`src/sv/rgbf_pkg.sv`:
```
// shared types and constants for the rgb pwm color fader
// no dependencies
package rgbf_pkg;

  localparam int unsigned TickW            = 16;
  localparam int unsigned DutyW            = 9;
  localparam int unsigned DefaultAmplitude = 500;

  localparam logic [TickW-1:0] PeriodReset = 16'd1000;

  typedef struct packed {
    logic [DutyW-1:0] red;
    logic [DutyW-1:0] green;
    logic [DutyW-1:0] blue;
  } rgbf_duty_t;

  typedef struct packed {
    logic             red_on;
    logic             green_on;
    logic             blue_on;
    logic [DutyW-1:0] red_level;
    logic [DutyW-1:0] green_level;
    logic [DutyW-1:0] blue_level;
    logic             period_wrap;
  } rgbf_result_t;

endpackage

```
`src/sv/rgb_pwm_color_fader_core.sv`:
```
// top level of the three-channel rgb pwm with color wheel crossfade
// depends on rgbf_pkg, rgbf_step, rgbf_out_reg
// Each accepted input beat is one timer tick. A beat is held in the input register, its counter,
// crossfade and compare work is done in combinational logic, and its result lands in the output
// register, so a beat passes the input register and then the output register on its way to the
// outputs, and one beat per cycle is sustained while the output is not stalled.
// Writes to period_q take effect on the next advancing tick; one period is
// period_q + 1 advancing ticks, and the three duties always sum to Amplitude.
module rgb_pwm_color_fader_core import rgbf_pkg::*; #(
  parameter int unsigned Amplitude = DefaultAmplitude
) (
  input  logic             clk_i,
  input  logic             rst_ni,
  input  logic             cfg_we_i,
  input  logic [TickW-1:0] cfg_data_i,
  input  logic             in_valid_i,
  output logic             in_stall_o,
  input  logic             advance_i,
  output logic             out_valid_o,
  input  logic             out_stall_i,
  output logic             red_on_o,
  output logic             green_on_o,
  output logic             blue_on_o,
  output logic [DutyW-1:0] red_level_o,
  output logic [DutyW-1:0] green_level_o,
  output logic [DutyW-1:0] blue_level_o,
  output logic             period_wrap_o
);

  logic             in_valid_q;
  logic             advance_q;
  logic [TickW-1:0] period_q;
  logic [TickW-1:0] tick_q, tick_d;
  rgbf_duty_t       duty_q, duty_d;
  rgbf_result_t     step_result, out_result;
  logic             out_ready;
  logic             step_go;
  logic             in_take;

  assign step_go    = in_valid_q && out_ready;
  assign in_stall_o = in_valid_q && !out_ready;
  assign in_take    = in_valid_i && !in_stall_o;

  // input register
  always_ff @(posedge clk_i or negedge rst_ni) begin
    if (!rst_ni) begin
      in_valid_q <= 1'b0;
    end else if (!in_stall_o) begin
      in_valid_q <= in_valid_i;
    end
  end

  always_ff @(posedge clk_i) begin
    if (in_take) begin
      advance_q <= advance_i;
    end
  end

  always_ff @(posedge clk_i or negedge rst_ni) begin
    if (!rst_ni) begin
      period_q <= PeriodReset;
    end else if (cfg_we_i) begin
      period_q <= cfg_data_i;
    end
  end

  rgbf_step #(
    .Amplitude (Amplitude)
  ) u_step (
    .tick_i    (tick_q),
    .period_i  (period_q),
    .duty_i    (duty_q),
    .advance_i (advance_q),
    .tick_o    (tick_d),
    .duty_o    (duty_d),
    .result_o  (step_result)
  );

  always_ff @(posedge clk_i or negedge rst_ni) begin
    if (!rst_ni) begin
      tick_q       <= '0;
      duty_q.red   <= DutyW'(Amplitude);
      duty_q.green <= '0;
      duty_q.blue  <= '0;
    end else if (step_go) begin
      tick_q <= tick_d;
      duty_q <= duty_d;
    end
  end

  rgbf_out_reg u_out_reg (
    .clk_i       (clk_i),
    .rst_ni      (rst_ni),
    .load_i      (step_go),
    .result_i    (step_result),
    .ready_o     (out_ready),
    .out_valid_o (out_valid_o),
    .out_stall_i (out_stall_i),
    .result_o    (out_result)
  );

  assign red_on_o      = out_result.red_on;
  assign green_on_o    = out_result.green_on;
  assign blue_on_o     = out_result.blue_on;
  assign red_level_o   = out_result.red_level;
  assign green_level_o = out_result.green_level;
  assign blue_level_o  = out_result.blue_level;
  assign period_wrap_o = out_result.period_wrap;

endmodule

```
`src/sv/rgbf_step.sv`:
```
// one tick of counter, crossfade step and compare logic
// depends on rgbf_pkg
module rgbf_step import rgbf_pkg::*; #(
  parameter int unsigned Amplitude = DefaultAmplitude
) (
  input  logic [TickW-1:0] tick_i,
  input  logic [TickW-1:0] period_i,
  input  rgbf_duty_t       duty_i,
  input  logic             advance_i,
  output logic [TickW-1:0] tick_o,
  output rgbf_duty_t       duty_o,
  output rgbf_result_t     result_o
);

  localparam logic [DutyW-1:0] FadeTop = DutyW'(Amplitude - 1);
  localparam logic [DutyW-1:0] DutyOne = DutyW'(1);
  localparam logic [DutyW-1:0] DutyTwo = DutyW'(2);

  logic       wrap;
  rgbf_duty_t faded;

  always_comb begin
    faded = duty_i;
    if (duty_i.red > DutyOne && duty_i.blue < DutyTwo && duty_i.green < FadeTop) begin
      faded.green = duty_i.green + DutyOne;
      faded.red   = duty_i.red - DutyOne;
    end else if (duty_i.green > DutyOne && duty_i.red < DutyTwo &&
                 duty_i.blue < FadeTop) begin
      faded.blue  = duty_i.blue + DutyOne;
      faded.green = duty_i.green - DutyOne;
    end else if (duty_i.blue > DutyOne && duty_i.green < DutyTwo &&
                 duty_i.red < FadeTop) begin
      faded.red   = duty_i.red + DutyOne;
      faded.blue  = duty_i.blue - DutyOne;
    end
  end

  always_comb begin
    wrap   = 1'b0;
    tick_o = tick_i;
    duty_o = duty_i;
    if (advance_i) begin
      if (tick_i >= period_i) begin
        wrap   = 1'b1;
        tick_o = '0;
        duty_o = faded;
      end else begin
        tick_o = tick_i + TickW'(1);
      end
    end
  end

  always_comb begin
    result_o.red_on      = tick_o < {{(TickW-DutyW){1'b0}}, duty_o.red};
    result_o.green_on    = tick_o < {{(TickW-DutyW){1'b0}}, duty_o.green};
    result_o.blue_on     = tick_o < {{(TickW-DutyW){1'b0}}, duty_o.blue};
    result_o.red_level   = duty_o.red;
    result_o.green_level = duty_o.green;
    result_o.blue_level  = duty_o.blue;
    result_o.period_wrap = wrap;
  end

endmodule

```
`src/sv/rgbf_out_reg.sv`:
```
// result register with valid/stall handshake toward the consumer
// depends on rgbf_pkg
module rgbf_out_reg import rgbf_pkg::*; (
  input  logic         clk_i,
  input  logic         rst_ni,
  input  logic         load_i,
  input  rgbf_result_t result_i,
  output logic         ready_o,
  output logic         out_valid_o,
  input  logic         out_stall_i,
  output rgbf_result_t result_o
);

  logic         valid_q, valid_d;
  rgbf_result_t result_q;

  assign ready_o = !valid_q || !out_stall_i;

  always_comb begin
    valid_d = valid_q;
    if (load_i) begin
      valid_d = 1'b1;
    end else if (!out_stall_i) begin
      valid_d = 1'b0;
    end
  end

  always_ff @(posedge clk_i or negedge rst_ni) begin
    if (!rst_ni) begin
      valid_q <= 1'b0;
    end else begin
      valid_q <= valid_d;
    end
  end

  always_ff @(posedge clk_i) begin
    if (load_i) begin
      result_q <= result_i;
    end
  end

  assign out_valid_o = valid_q;
  assign result_o    = result_q;

endmodule

```
`config.mk`:
```
export PLATFORM = sky130hd
export DESIGN_NAME = rgb_pwm_color_fader_core
export DESIGN_NICKNAME = d
export VERILOG_FILES = /design/src/sv/rgbf_pkg.sv /design/src/sv/rgb_pwm_color_fader_core.sv /design/src/sv/rgbf_step.sv /design/src/sv/rgbf_out_reg.sv
export SDC_FILE = /design/constraint.sdc
export NUM_CORES = 1
export LEC_CHECK = 0
export BUFFER_PORTS_ARGS = -buffer_cell sky130_fd_sc_hd__buf_2
export CAP_MARGIN = 20
export CORE_MARGIN = 2
export CORE_UTILIZATION = 50
export DETAILED_ROUTE_END_ITERATION = 10
export HOLD_SLACK_MARGIN = 0.06
export PLACE_DENSITY = 0.69
export SLEW_MARGIN = 5
export SYNTH_ARGS = -nofsm -noshare
export SYNTH_HDL_FRONTEND = slang
export SYNTH_SLANG_ARGS = --single-unit
```
`constraint.sdc`:
```
create_clock -name clk_i -period 5.4 [get_ports clk_i]
set_input_delay 0.27 -clock clk_i [delete_from_list [all_inputs] [get_ports clk_i]]
set_output_delay 0.27 -clock clk_i [all_outputs]
set_load 0.02 [all_outputs]
```
Word-level counts from Yosys, hierarchy flattened
Cells that the tools add are included.
{"block": "word_totals", "reg_bits": 93, "latchBits": 0, "mem_bits_rw": 0, "rom_bits": 0, "inputBits": 22, "out_inout_bits": 33, "elab_cells": 64, "memories": 0}
{"block": "classes", "addsub": 7, "multipliers": 0, "div": 0, "order_cmp": 13, "eq_ne": 1, "shift": 0, "mux": 14, "bitwise": 0, "reduce_logical": 14}
{"operator": "$mux 27", "n": 2}
{"operator": "$mux 9", "n": 6}
{"operator": "$lt 16x9->1", "n": 3}
{"operator": "$mux 16", "n": 2}
{"operator": "$add 9x1->9 const B", "n": 3}
{"operator": "$gt 9x1->1 const B", "n": 3}
{"operator": "$lt 9x2->1 const B", "n": 3}
{"operator": "$lt 9x9->1 const B", "n": 3}
{"operator": "$sub 9x1->9 const B", "n": 3}
{"operator": "$mux 18", "n": 1}
{"operator": "$add 16x1->16 const B", "n": 1}
{"operator": "$ge 16x16->1", "n": 1}
{"operator": "$logic_and 1x1->1", "n": 9}
{"operator": "$logic_not 1->1", "n": 4}
{"operator": "$mux 1", "n": 3}
{"operator": "$ne 2x1->1 const B", "n": 1}
{"operator": "$logic_or 1x1->1", "n": 1}

Depth between registers and ports, before layout
Gate-level depths: netlist of the first run.
{"block": "depth", "ltp_word": 9, "depth_mapped": 19, "ltp_nobuf": 17}

By module
From an unflattened synthesis of the first run, not the netlist that was laid out.
{"block": "hier_totals", "hier_cells": 630, "hier_area_um2": 6725.2}
{"module": "rgbf_step", "n_inst": 1, "cells_per_inst": 464, "area_per_inst_um2": 3310.7, "seq_area_each_um2": 0.0}
{"module": "rgb_pwm_color_fader_core", "n_inst": 1, "cells_per_inst": 132, "area_per_inst_um2": 2447.3, "seq_area_each_um2": 1546.5}
{"module": "rgbf_out_reg", "n_inst": 1, "cells_per_inst": 34, "area_per_inst_um2": 967.2, "seq_area_each_um2": 955.9}

Worst setup path before layout of the first run
OpenSTA, ideal clock, no wires.
{"block": "synth_path", "path_type": "register -> register", "start": "register tick_q[0]", "end": "register u_out_reg.result_q, in the netlist u_out_reg.result_o[29], data pin", "setup_ps": 145, "arrival_time_ps": 3947, "required_time_ps": 5255, "path_slack_ps": 1308, "path_stages_with_launch": 18, "path_buffers": 3, "period_less_slack_ps": 4092, "path_cell_list": "dfrtp_1 clkbuf_1 inv_1 ha_1 nand2b_1 a2111o_1 a41o_1 o31ai_2 inv_1 clkbuf_1 buf_1 nor2_1 ha_1 a21o_1 a21o_1 a211o_1 or4_1 o21ai_1"}
{"item": "from (decl)", "line_no": "rgb_pwm_color_fader_core.sv:33", "source": "logic [TickW-1:0] tick_q, tick_d;"}
{"item": "from (signal assigned)", "line_no": "rgb_pwm_color_fader_core.sv:86", "source": "tick_q <= tick_d;"}
{"item": "to (signal assigned)", "line_no": "rgbf_out_reg.sv:38", "source": "result_q <= result_i;"}
{"item": "to (decl)", "line_no": "rgbf_out_reg.sv:15", "source": "rgbf_result_t result_q;"}

==> results.json, run 1 <==
{
  "routed_wl_um": 15100,
  "path_clk_slew_ns": 0.07,
  "grtUsageTotal_pct": 23.9,
  "p_sw_mw": 0.876,
  "routabilityCongestion": 0.954,
  "core_area_sq_um": 12500,
  "syn_inst": 670,
  "grt_pass1_vias": 4995,
  "drv_cap": 0,
  "cts_tree": "yes",
  "yosysUniqueCellTypes": 73,
  "cellLeakagePower_nw": 3.02,
  "period_needed_ns": 4.61,
  "whs_path_depth": 1,
  "cp-end-kind": "flop",
  "row_count": 41,
  "die-height_um": 116,
  "max_freq_mhz": 217,
  "syn_area_sq_um": 6330,
  "finalSetupViolCount": 0,
  "grt-ovfl-total": 0,
  "n_antenna_cell": 0,
  "syn-num-nets": 742,
  "rsz0062_at_grt": "no",
  "finalClockSkew_ns": 0.00906,
  "outcome": "complete, no violations",
  "required_ns": 5.60,
  "p_comb_share_pct": 32.6,
  "ctsResizeCount": 0,
  "ctsHoldBuffers": 0,
  "clock_path_buffers": 2,
  "die-width_um": 116,
  "drv_slew": 0,
  "yosysSeqAreaShare_pct": 39.6,
  "internal_power_mw": 1.57,
  "hp-class": "in -> reg",
  "clk_latency_ns": 0.36,
  "initial_utilization_pct": 50.7,
  "synth_edf_count": 32,
  "critPathLaunchType": "flop",
  "synth_area_per_cell_sq_um": 9.44,
  "io-pin-count": 55,
  "peakVddDrop_mv": 0.172,
  "antenna_found_initial": 0,
  "hold_viol": 0,
  "wl_per_cell_um": 17.2,
  "rr_worst_depth": 14,
  "rrSetupSlack_ns": 0.79,
  "path_max_fanout": 8,
  "syn2layout_area_growth_pct": 10.1,
  "drcViolationCount": 0,
  "layout.nets": 770,
  "hpwl_um": 10900,
  "fin_crit_sh_pct": 85.3,
  "synthArstFlopShare_pct": 65.6,
  "switching_share_pct": 35.8,
  "grt_pass1_wl_um": 24900,
  "holdPathEnd": "advance_q",
  "cts.sinks": 93,
  "post_cts_buffers": 0,
  "whs_ns": 0.0821,
  "r2r-start": "tick_q[0]",
  "seqPwrFrac_pct": 40.0,
  "ant_nets": 0,
  "relSlewSlack_pct": 28.7,
  "firstDrtPassIters": 5,
  "ctsHtreeMaxLevel": 3,
  "vias": 5152,
  "clockPowerShare_pct": 27.4,
  "worstHoldStart": "advance_i",
  "tightest_slew_ns": 1.07,
  "drtIter0Drc": 399,
  "grt_max_degree": 62,
  "synth_seq_cells": 93,
  "powerDensity_nw_per_um2": 351,
  "dieArea_sq_um": 13600,
  "numPortBuffers": 54,
  "synth_warnings": 0,
  "rr_endpoint": "u_out_reg.result_o[28]",
  "post_drt_via_cell_ratio": 5.89,
  "critical_path_class": "reg -> reg",
  "setup_tns_ns": 0,
  "drive_gt1_share_pct": 15.8,
  "cts_root_buf": "clkbuf_16",
  "crit_arrival_ns": 4.81,
  "synth_top_flop_cell": "dfrtp_1",
  "cts_buffers": 9
}
[power groups by stage]
stage / Combinational (mW) / Clock (mW) / Sequential (mW)
final: 0.797 / 0.671 / 0.979
after global routing: 0.890 / 0.705 / 0.993
after CTS: 0.791 / 0.682 / 0.977
after detailed placement: 0.786 / 0 / 0.988
after global placement: 0.759 / 0 / 0.982
after floorplan: 0.599 / 0 / 0.955
[layout by cell type (no fill, tap or decap), types with 17 or more instances in the layout]
cell	instances
inv_1	41
o21ai_0	43
edfxtp_1	32
a21oi_1	19
xnor2_1	48
nor2_1	29
xor2_1	25
dfrtp_1	49
nand4_1	17
buf_2	54
ha_1	50
nand2_1	69
nand3_1	31
nor3_1	17
[how the worst max path moves through the flow]
stage               from                     end  slack, ns  cells past startpoint
2_1_floorplan  tick_q[0]  u_out_reg.result_o[29]       1.31                     17
3_3_place_gp   tick_q[0]  u_out_reg.result_o[28]       0.83                     14
3_5_place_dp   tick_q[0]  u_out_reg.result_o[28]       0.72                     14
5_1_grt        tick_q[0]  u_out_reg.result_o[28]       0.46                     14
6_report       tick_q[0]  u_out_reg.result_o[28]       0.79                     14
4_1_cts        tick_q[0]  u_out_reg.result_o[28]       0.71                     14
[worst max-delay path: stages (launching register included)]
cell	delay [ns]
dfrtp_1	0.47
inv_1	0.10
ha_1	0.27
nand2b_1	0.14
a2111o_1	0.42
a41o_1	0.28
nor3_1	0.61
nand3_1	0.13
o21ai_0	0.63
ha_1	0.35
o21a_1	0.16
o2111ai_1	0.22
nor2_1	0.07
or4b_1	0.45
a21oi_1	0.14
[synthesized netlist by cell type (all sizes together) (4+ instances only)]
| cell type | number | share of area (%) |
|---|---|---|
| a211oi | 9 | 1.1 |
| a21o | 7 | 0.83 |
| a21oi | 19 | 1.5 |
| and2 | 4 | 0.40 |
| and3 | 13 | 1.3 |
| buf | 18 | 1.6 |
| clkbuf | 24 | 1.4 |
| dfrtp | 49 | 19 |
| dfstp | 12 | 5.0 |
| edfxtp | 32 | 15 |
| ha | 50 | 9.9 |
| inv | 42 | 2.5 |
| mux2 | 6 | 1.1 |
| nand2 | 69 | 4.1 |
| nand2b | 9 | 1.0 |
| nand3 | 32 | 2.6 |
| nand4 | 18 | 1.9 |
| nor2 | 32 | 2.0 |
| nor3 | 18 | 1.5 |
| nor4 | 12 | 1.7 |
| o211ai | 8 | 0.95 |
| o21ai | 46 | 3.6 |
| o31ai | 9 | 1.1 |
| or3 | 4 | 0.47 |
| xnor2 | 48 | 6.6 |
| xor2 | 25 | 3.5 |
[stage by stage]
stage,utilization [%],std cells,cell area [sq um],power [mW],setup slack [ns]
floorplan,-,670,6330,1.55,1.31
global placement,53.4,859,6660,1.74,0.828
detailed placement,53.4,859,6660,1.77,0.720
CTS,55.9,875,6970,2.45,0.707
global route,55.9,875,6970,2.59,0.463
finish,55.9,875,6970,2.45,0.794
[metal layers]
| metal | share of wire, % | vias to the layer above | GRT usage, % |
|---|---|---|---|
| met3 | 5.3 | 32 | 3.48 |
| met1 | 44 | 2477 | 31.0 |
| met2 | 48 | 194 | 39.8 |
| li1 | - | 2449 | - |
| met5 | 0 | - | 0 |
| met4 | 2.6 | 0 | 10.3 |
[logic make-up after synthesis]
logic type,share of synthesized area (%)
AOI/OAI and AO/OA,14.1
xor gates and xnor gates,10.1
DFF,39.6
buffers and inverters,5.56
adders and majority gates,9.89
and+or+nand+nor,19.4
muxes,1.38
[registers in the layout (all words and copies together) (netlist names)]
signal and count:
advance_q 1, duty_q 27, tick_q 16, u_out_reg.result_o 31, u_out_reg.out_valid_o 1, in_valid_q 1
period_q 16
[area by class of cell]
cell class	instances	area (sq um)
well taps	172	215
repair buffers	59	308
flip-flops and latches	93	2500
multi-input cells	493	3470
inverters	42	158
fillers	1145	5500
clock buffers	12	268
clock inverters	4	43.8
No activity file was read; power rests on OpenSTA's default activity.
==> run 2, diff against run 1 <==
--- a/config.mk
+++ b/config.mk
@@ -5,13 +5,14 @@
 export SDC_FILE = /design/constraint.sdc
 export NUM_CORES = 1
 export LEC_CHECK = 0
+export ABC_AREA = 1
 export BUFFER_PORTS_ARGS = -buffer_cell sky130_fd_sc_hd__buf_2
 export CAP_MARGIN = 20
 export CORE_MARGIN = 2
 export CORE_UTILIZATION = 50
 export DETAILED_ROUTE_END_ITERATION = 10
 export HOLD_SLACK_MARGIN = 0.06
-export PLACE_DENSITY = 0.69
+export PLACE_DENSITY_LB_ADDON = 0.08
 export SLEW_MARGIN = 5
 export SYNTH_ARGS = -nofsm -noshare
 export SYNTH_HDL_FRONTEND = slang
==> results.json, run 2 <==
{
  "crit_arrival_ns": 4.01,
  "whs_ns": 0.0876,
  "crit_end": "u_out_reg.result_o[28]",
  "synth_seq_cells": 93,
  "clk_latency_ns": 0.36,
  "syn_area_sq_um": 6120,
  "cts_tree": "yes",
  "drv_cap": 0,
  "cts.sinks": 93,
  "cts_root_buf": "clkbuf_16",
  "synth_warnings": 0,
  "io-pin-count": 55,
  "finalSetupViolCount": 0,
  "core_area_sq_um": 12000,
  "syn_inst": 758,
  "cellLeakagePower_nw": 3.36,
  "ctsHtreeMaxLevel": 3,
  "hp-class": "in -> reg",
  "ctsResizeCount": 0,
  "synth_most_common_cell": "nand2_1",
  "vias": 5057,
  "die-height_um": 115,
  "outcome": "complete, no violations",
  "path_clk_slew_ns": 0.06,
  "ys_top_cells_by_area": "dfrtp_1 (20%), edfxtp_1 (16%), nand2_1 (12%)",
  "firstDrtPassIters": 5,
  "rsz0062_at_grt": "no",
  "synth_top_area_share_pct": 20.0,
  "tightest_slew_ns": 0.834,
  "fin_crit_sh_pct": 70.2,
  "die-width_um": 115,
  "setup_tns_ns": 0,
  "hpwl_um": 10600,
  "largest_register_ffs": 31,
  "grt_max_degree": 62,
  "numPortBuffers": 54,
  "dp_worst_setup_slack_ns": 1.63,
  "antenna_found_initial": 0,
  "synthArstFlopShare_pct": 65.6,
  "post_cts_buffers": 0,
  "drv_slew": 0,
  "drcViolationCount": 0,
  "ctsHoldBuffers": 0,
  "instances_no_fill": 960,
  "n_antenna_cell": 0,
  "routabilityCongestion": 0.930,
  "initial_utilization_pct": 51.2,
  "ant_nets": 0,
  "dp.cells": 945,
  "synth.top_cells.by_count": "nand2_1 (198), inv_1 (103), nor2_1 (61), o21ai_0 (54), ha_1 (50)",
  "grtUsageTotal_pct": 23.8,
  "powerDensity_nw_per_um2": 489,
  "yosysUniqueCellTypes": 49,
  "p_total_mw": 3.31,
  "r2r-start": "period_q[3]",
  "cts_buffers": 9,
  "yosysTopAreaCell": "dfrtp_1",
  "critPathLaunchType": "flop",
  "synth_edf_count": 32,
  "relSlewSlack_pct": 44.4,
  "synth_area_per_cell_sq_um": 8.08,
  "row_count": 40,
  "setup_slack_ns": 1.61,
  "layout_common_cells": "nand2_1 (198), inv_1 (102), nor2_1 (61)",
  "final_common_cell": "nand2_1",
  "finalClockSkew_ns": 0.00625,
  "syn-num-nets": 830,
  "wl_per_cell_um": 14.9,
  "syn2layout_area_growth_pct": 10.7,
  "rr_endpoint": "u_out_reg.result_o[28]",
  "required_ns": 5.62,
  "hold_viol": 0,
  "peakVddDrop_mv": 0.252,
  "dieArea_sq_um": 13100,
  "drtIter0Drc": 259,
  "synth_top_flop_cell": "dfrtp_1",
  "yosysSeqAreaShare_pct": 40.9,
  "critical_path_class": "reg -> reg",
  "rr_worst_depth": 21,
  "layout.nets": 881,
  "path_max_fanout": 11,
  "grt_pass1_vias": 4917,
  "period_needed_ns": 3.79,
  "post_drt_via_cell_ratio": 5.27,
  "rrSetupSlack_ns": 1.61,
  "clock_path_buffers": 2,
  "crit_path_start": "period_q[3]",
  "cp-end-kind": "flop",
  "grt-ovfl-total": 0,
  "routed_wl_um": 14300,
  "grt_pass1_wl_um": 24200,
  "max_freq_mhz": 264,
  "drive_gt1_share_pct": 15.9
}
-- run 2: cell count changes after synthesis, sizes merged, moves of 7 or more --
| cell | change |
|---|---|
| nand4 | -8 |
| o21ai | +25 |
| nor2 | +38 |
| nand2 | +135 |
| inv | +67 |
| and3 | -12 |
| a21o | -7 |
| clkbuf | -13 |
| nand2b | -9 |
| xnor2 | -47 |
| nor4 | -11 |
| buf | -10 |
| o31ai | -8 |
-- run 2: metal layers --
metal | track usage [%] | wire length (um)
met1 | 33.5 | 7020
met2 | 36.4 | 6310
met3 | 3.49 | 582
met4 | 10.6 | 399
met5 | 0 | 0
-- run 2: how the worst min path moves through the flow --
| stage | cells past startpoint | slack [ns] | to | from |
|---|---|---|---|---|
| after detailed placement | 1 | 0.45 | advance_q | advance_i |
| after global routing | 1 | 0.09 | advance_q | advance_i |
| after global placement | 1 | 0.45 | advance_q | advance_i |
| after CTS | 1 | 0.08 | advance_q | advance_i |
| after floorplan | 0 | -0.03 | duty_q[0] | rst_ni |
| final | 1 | 0.09 | advance_q | advance_i |
-- run 2: power breakdown --
group	total (mW)	internal (mW)	switching [mW]
Sequential	1.07	0.919	0.146
Clock	0.588	0.321	0.266
Combinational	1.66	0.540	1.12
Total	3.31	1.78	1.53
-- run 2: per-stage QoR --
stage	utilization [%]	instance area, sq um
detailed placement	54.5	6520
global route	56.7	6780
finish	56.7	6780
global placement	54.5	6520
CTS	56.7	6780
floorplan	-	6120
-- run 2: worst max-delay path: stages, from the launching register on --
cell	delay (ns)
dfstp_2	0.52
inv_1	0.05
ha_1	0.29
nand2_1	0.06
nor2_1	0.10
nor2_1	0.04
nand2_1	0.07
nand2_1	0.05
nand2_1	0.07
nand2_1	0.08
nand2_1	0.16
nand2_1	0.30
nor2_2	0.42
o21ai_1	0.19
xor2_1	0.29
inv_1	0.09
ha_1	0.30
a21oi_1	0.16
nor2_1	0.06
a211oi_1	0.16
nand2_1	0.09
a21oi_2	0.11
-- run 2: logic make-up (layout without fill, tap and decap cells) --
| group | Yosys count | in the layout | synth area share [%] |
|---|---|---|---|
| buffers and inverters | 129 | 184 | 8.36 |
| muxes | 1 | 1 | 0.184 |
| xor gates and xnor gates | 32 | 32 | 5.07 |
| AOI/OAI and AO/OA | 119 | 119 | 12.1 |
| adders and majority gates | 50 | 50 | 10.2 |
| DFF | 93 | 93 | 40.9 |
| and+or+nand+nor | 334 | 334 | 23.3 |
-- run 2: cell type report --
type	instances	area (sq um)
tap	147	184
fill	1070	5180
sequential	93	2500
clock buffer	13	250
clock inverter	2	10.0
timing repair buffer	59	308
inverter	110	413
multi-input combinational	536	3110
==> run 3, diff against run 2 <==
--- a/config.mk
+++ b/config.mk
@@ -5,7 +5,7 @@
 export SDC_FILE = /design/constraint.sdc
 export NUM_CORES = 1
 export LEC_CHECK = 0
-export ABC_AREA = 1
+export ABC_AREA = 0
 export BUFFER_PORTS_ARGS = -buffer_cell sky130_fd_sc_hd__buf_2
 export CAP_MARGIN = 20
 export CORE_MARGIN = 2
==> constraint.sdc (replaced) <==
create_clock -name clk_i -period 3.52 [get_ports clk_i]
set_input_delay 0.176 -clock clk_i [delete_from_list [all_inputs] [get_ports clk_i]]
set_output_delay 0.176 -clock clk_i [all_outputs]
set_load 0.02 [all_outputs]
==> results.json, run 3 (synthesized netlist as in run 1, its figures left out) <==
{
  "dieArea_sq_um": 13600,
  "critical_path_class": "reg -> reg",
  "powerDensity_nw_per_um2": 486,
  "finalSetupViolCount": 3,
  "grtUsageTotal_pct": 28.1,
  "cellLeakagePower_nw": 4.08,
  "hpwl_um": 13500,
  "layout_common_cells": "buf_4 (183), nand2_1 (65), buf_2 (54)",
  "ant_nets": 0,
  "routabilityCongestion": 0.907,
  "clk_latency_ns": 0.35,
  "p_sw_mw": 1.50,
  "post_drt_via_cell_ratio": 5.45,
  "rsz0062_at_grt": "yes",
  "setup_tns_ns": -0.808,
  "final_common_cell": "buf_4",
  "drcViolationCount": 0,
  "hp-class": "in -> reg",
  "peakVddDrop_mv": 0.421,
  "relSlewSlack_pct": 56.4,
  "p_total_mw": 4.29,
  "cts_root_buf": "clkbuf_16",
  "fin_crit_sh_pct": 108,
  "drv_slew": 0,
  "dp.cells": 1027,
  "cts.sinks": 93,
  "grt_pass1_wl_um": 29300,
  "internal_power_mw": 2.79,
  "required_ns": 3.74,
  "row_count": 41,
  "antenna_found_initial": 0,
  "layout.nets": 975,
  "routed_wl_um": 18200,
  "clock_path_buffers": 2,
  "vias": 5884,
  "largest_register_ffs": 31,
  "initial_utilization_pct": 50.7,
  "critPathLaunchType": "flop",
  "tightest_slew_ns": 0.653,
  "path_clk_slew_ns": 0.07,
  "drive_gt1_share_pct": 36.5,
  "crit_arrival_ns": 4.02,
  "hold_viol": 0,
  "die-height_um": 116,
  "cts_buffers": 9,
  "rr_worst_depth": 16,
  "period_needed_ns": 3.81,
  "die-width_um": 116,
  "postPlaceCellArea_sq_um": 7980,
  "drv_cap": 0,
  "p_comb_share_pct": 44.3,
  "violations": "negative setup slack",
  "drtIter0Drc": 425,
  "max_freq_mhz": 263,
  "io-pin-count": 55,
  "numPortBuffers": 54,
  "n_antenna_cell": 0,
  "instances_no_fill": 1080,
  "nFillCells": 980,
  "cts_tree": "yes",
  "grt-ovfl-total": 0,
  "core_area_sq_um": 12500,
  "grt_pass1_vias": 5835,
  "syn2layout_area_growth_pct": 39.5,
  "ctsHtreeMaxLevel": 3,
  "outcome": "finished, violations left",
  "seqPwrFrac_pct": 32.2,
  "whs_path_depth": 3,
  "setup_slack_ns": -0.289,
  "path_max_fanout": 4,
  "post-route-cell-area_sq_um": 8830,
  "firstDrtPassIters": 5,
  "grt_max_degree": 41,
  "cp-end-kind": "flop",
  "finalClockSkew_ns": 0.00703,
  "clockPowerShare_pct": 23.5,
  "wl_per_cell_um": 16.8,
  "switching_share_pct": 35.0
}
-- run 3: cell types whose count changed in the layout (fill, tap and decap cells not counted), moves of 7 or more --
| cell | delta |
|---|---|
| a21o_1 | +7 |
| and3_1 | +10 |
| buf_4 | +178 |
| dlygate4sd3_1 | +19 |
| inv_1 | -63 |
| nand2_1 | -133 |
| nand2b_1 | +7 |
| nand4_1 | +8 |
| nor2_1 | -34 |
| nor4_1 | +9 |
| o21ai_0 | -17 |
| o31ai_1 | +8 |
| xnor2_1 | +45 |
-- run 3: critical path: stages (launching register included) --
cell	delay, ns
dfrtp_1	0.39
inv_2	0.09
ha_4	0.20
nand2b_4	0.12
a2111o_1	0.40
a41o_1	0.26
o31ai_4	0.30
buf_6	0.17
a211oi_2	0.06
xnor2_1	0.22
inv_1	0.10
ha_4	0.22
a21o_1	0.15
a21o_1	0.17
a211o_1	0.27
or4_4	0.42
o21ai_2	0.11
-- run 3: power groups by stage --
stage	Clock (mW)	Combinational (mW)	Sequential [mW]
5_1_grt	1.07	2.08	1.40
3_5_place_dp	0	1.73	1.40
2_1_floorplan	0	0.926	1.47
3_3_place_gp	0	1.69	1.40
6_report	1.01	1.90	1.38
4_1_cts	1.02	1.82	1.38
-- run 3: per-layer routing --
metal / wire (um) / global-route usage [%]
met3: 769 / 4.26
met1: 8320 / 37.5
met2: 8720 / 46.7
met4: 361 / 9.44
met5: 0 / 0
-- run 3: layout make-up --
| cell class | count | area, sq um | share of cell area (%) |
|---|---|---|---|
| clock buffer | 14 | 297 | 3.36 |
| clock inverter | 2 | 11.3 | 0.128 |
| inverter | 42 | 158 | 1.79 |
| multi-input combinational | 493 | 3670 | 41.6 |
| sequential | 93 | 2500 | 28.3 |
| tap | 172 | 215 | 2.44 |
| timing repair buffer | 264 | 1980 | 22.4 |
-- run 3: stage by stage --
step                hold WS, ns  utilization, %  worst slack [ns]
finish                   0.0630            70.8            -0.289
global route             0.0917            70.8            -0.482
CTS                      0.0611            69.8            -0.246
detailed placement        0.356            64.0            -0.439
global placement          0.357            64.0            -0.361
floorplan                -0.120               -            -0.302
-- run 3: path summary, 6_finish.rpt --
kind / from / to / slack (ns)
max: tick_q[0] / u_out_reg.result_o[29] / -0.29
min: out_stall_i / u_out_reg.out_valid_o / 0.06
max reg2reg: tick_q[0] / u_out_reg.result_o[29] / -0.29
min reg2reg: in_valid_q / u_out_reg.out_valid_o / 0.51
max in group asynchronous: rst_ni / period_q[7] / 2.40
min in group asynchronous: rst_ni / period_q[11] / 0.34
-- run 3: repair_timing --
item | in CTS | in global routing
resized for setup | 32 | 13
endpoints found under the setup margin | 3 | 3
hold buffers | 19 | 0
hold endpoints to repair | 50 | 0
pin swaps | 21 | 14
buffers inserted | 10 | 8
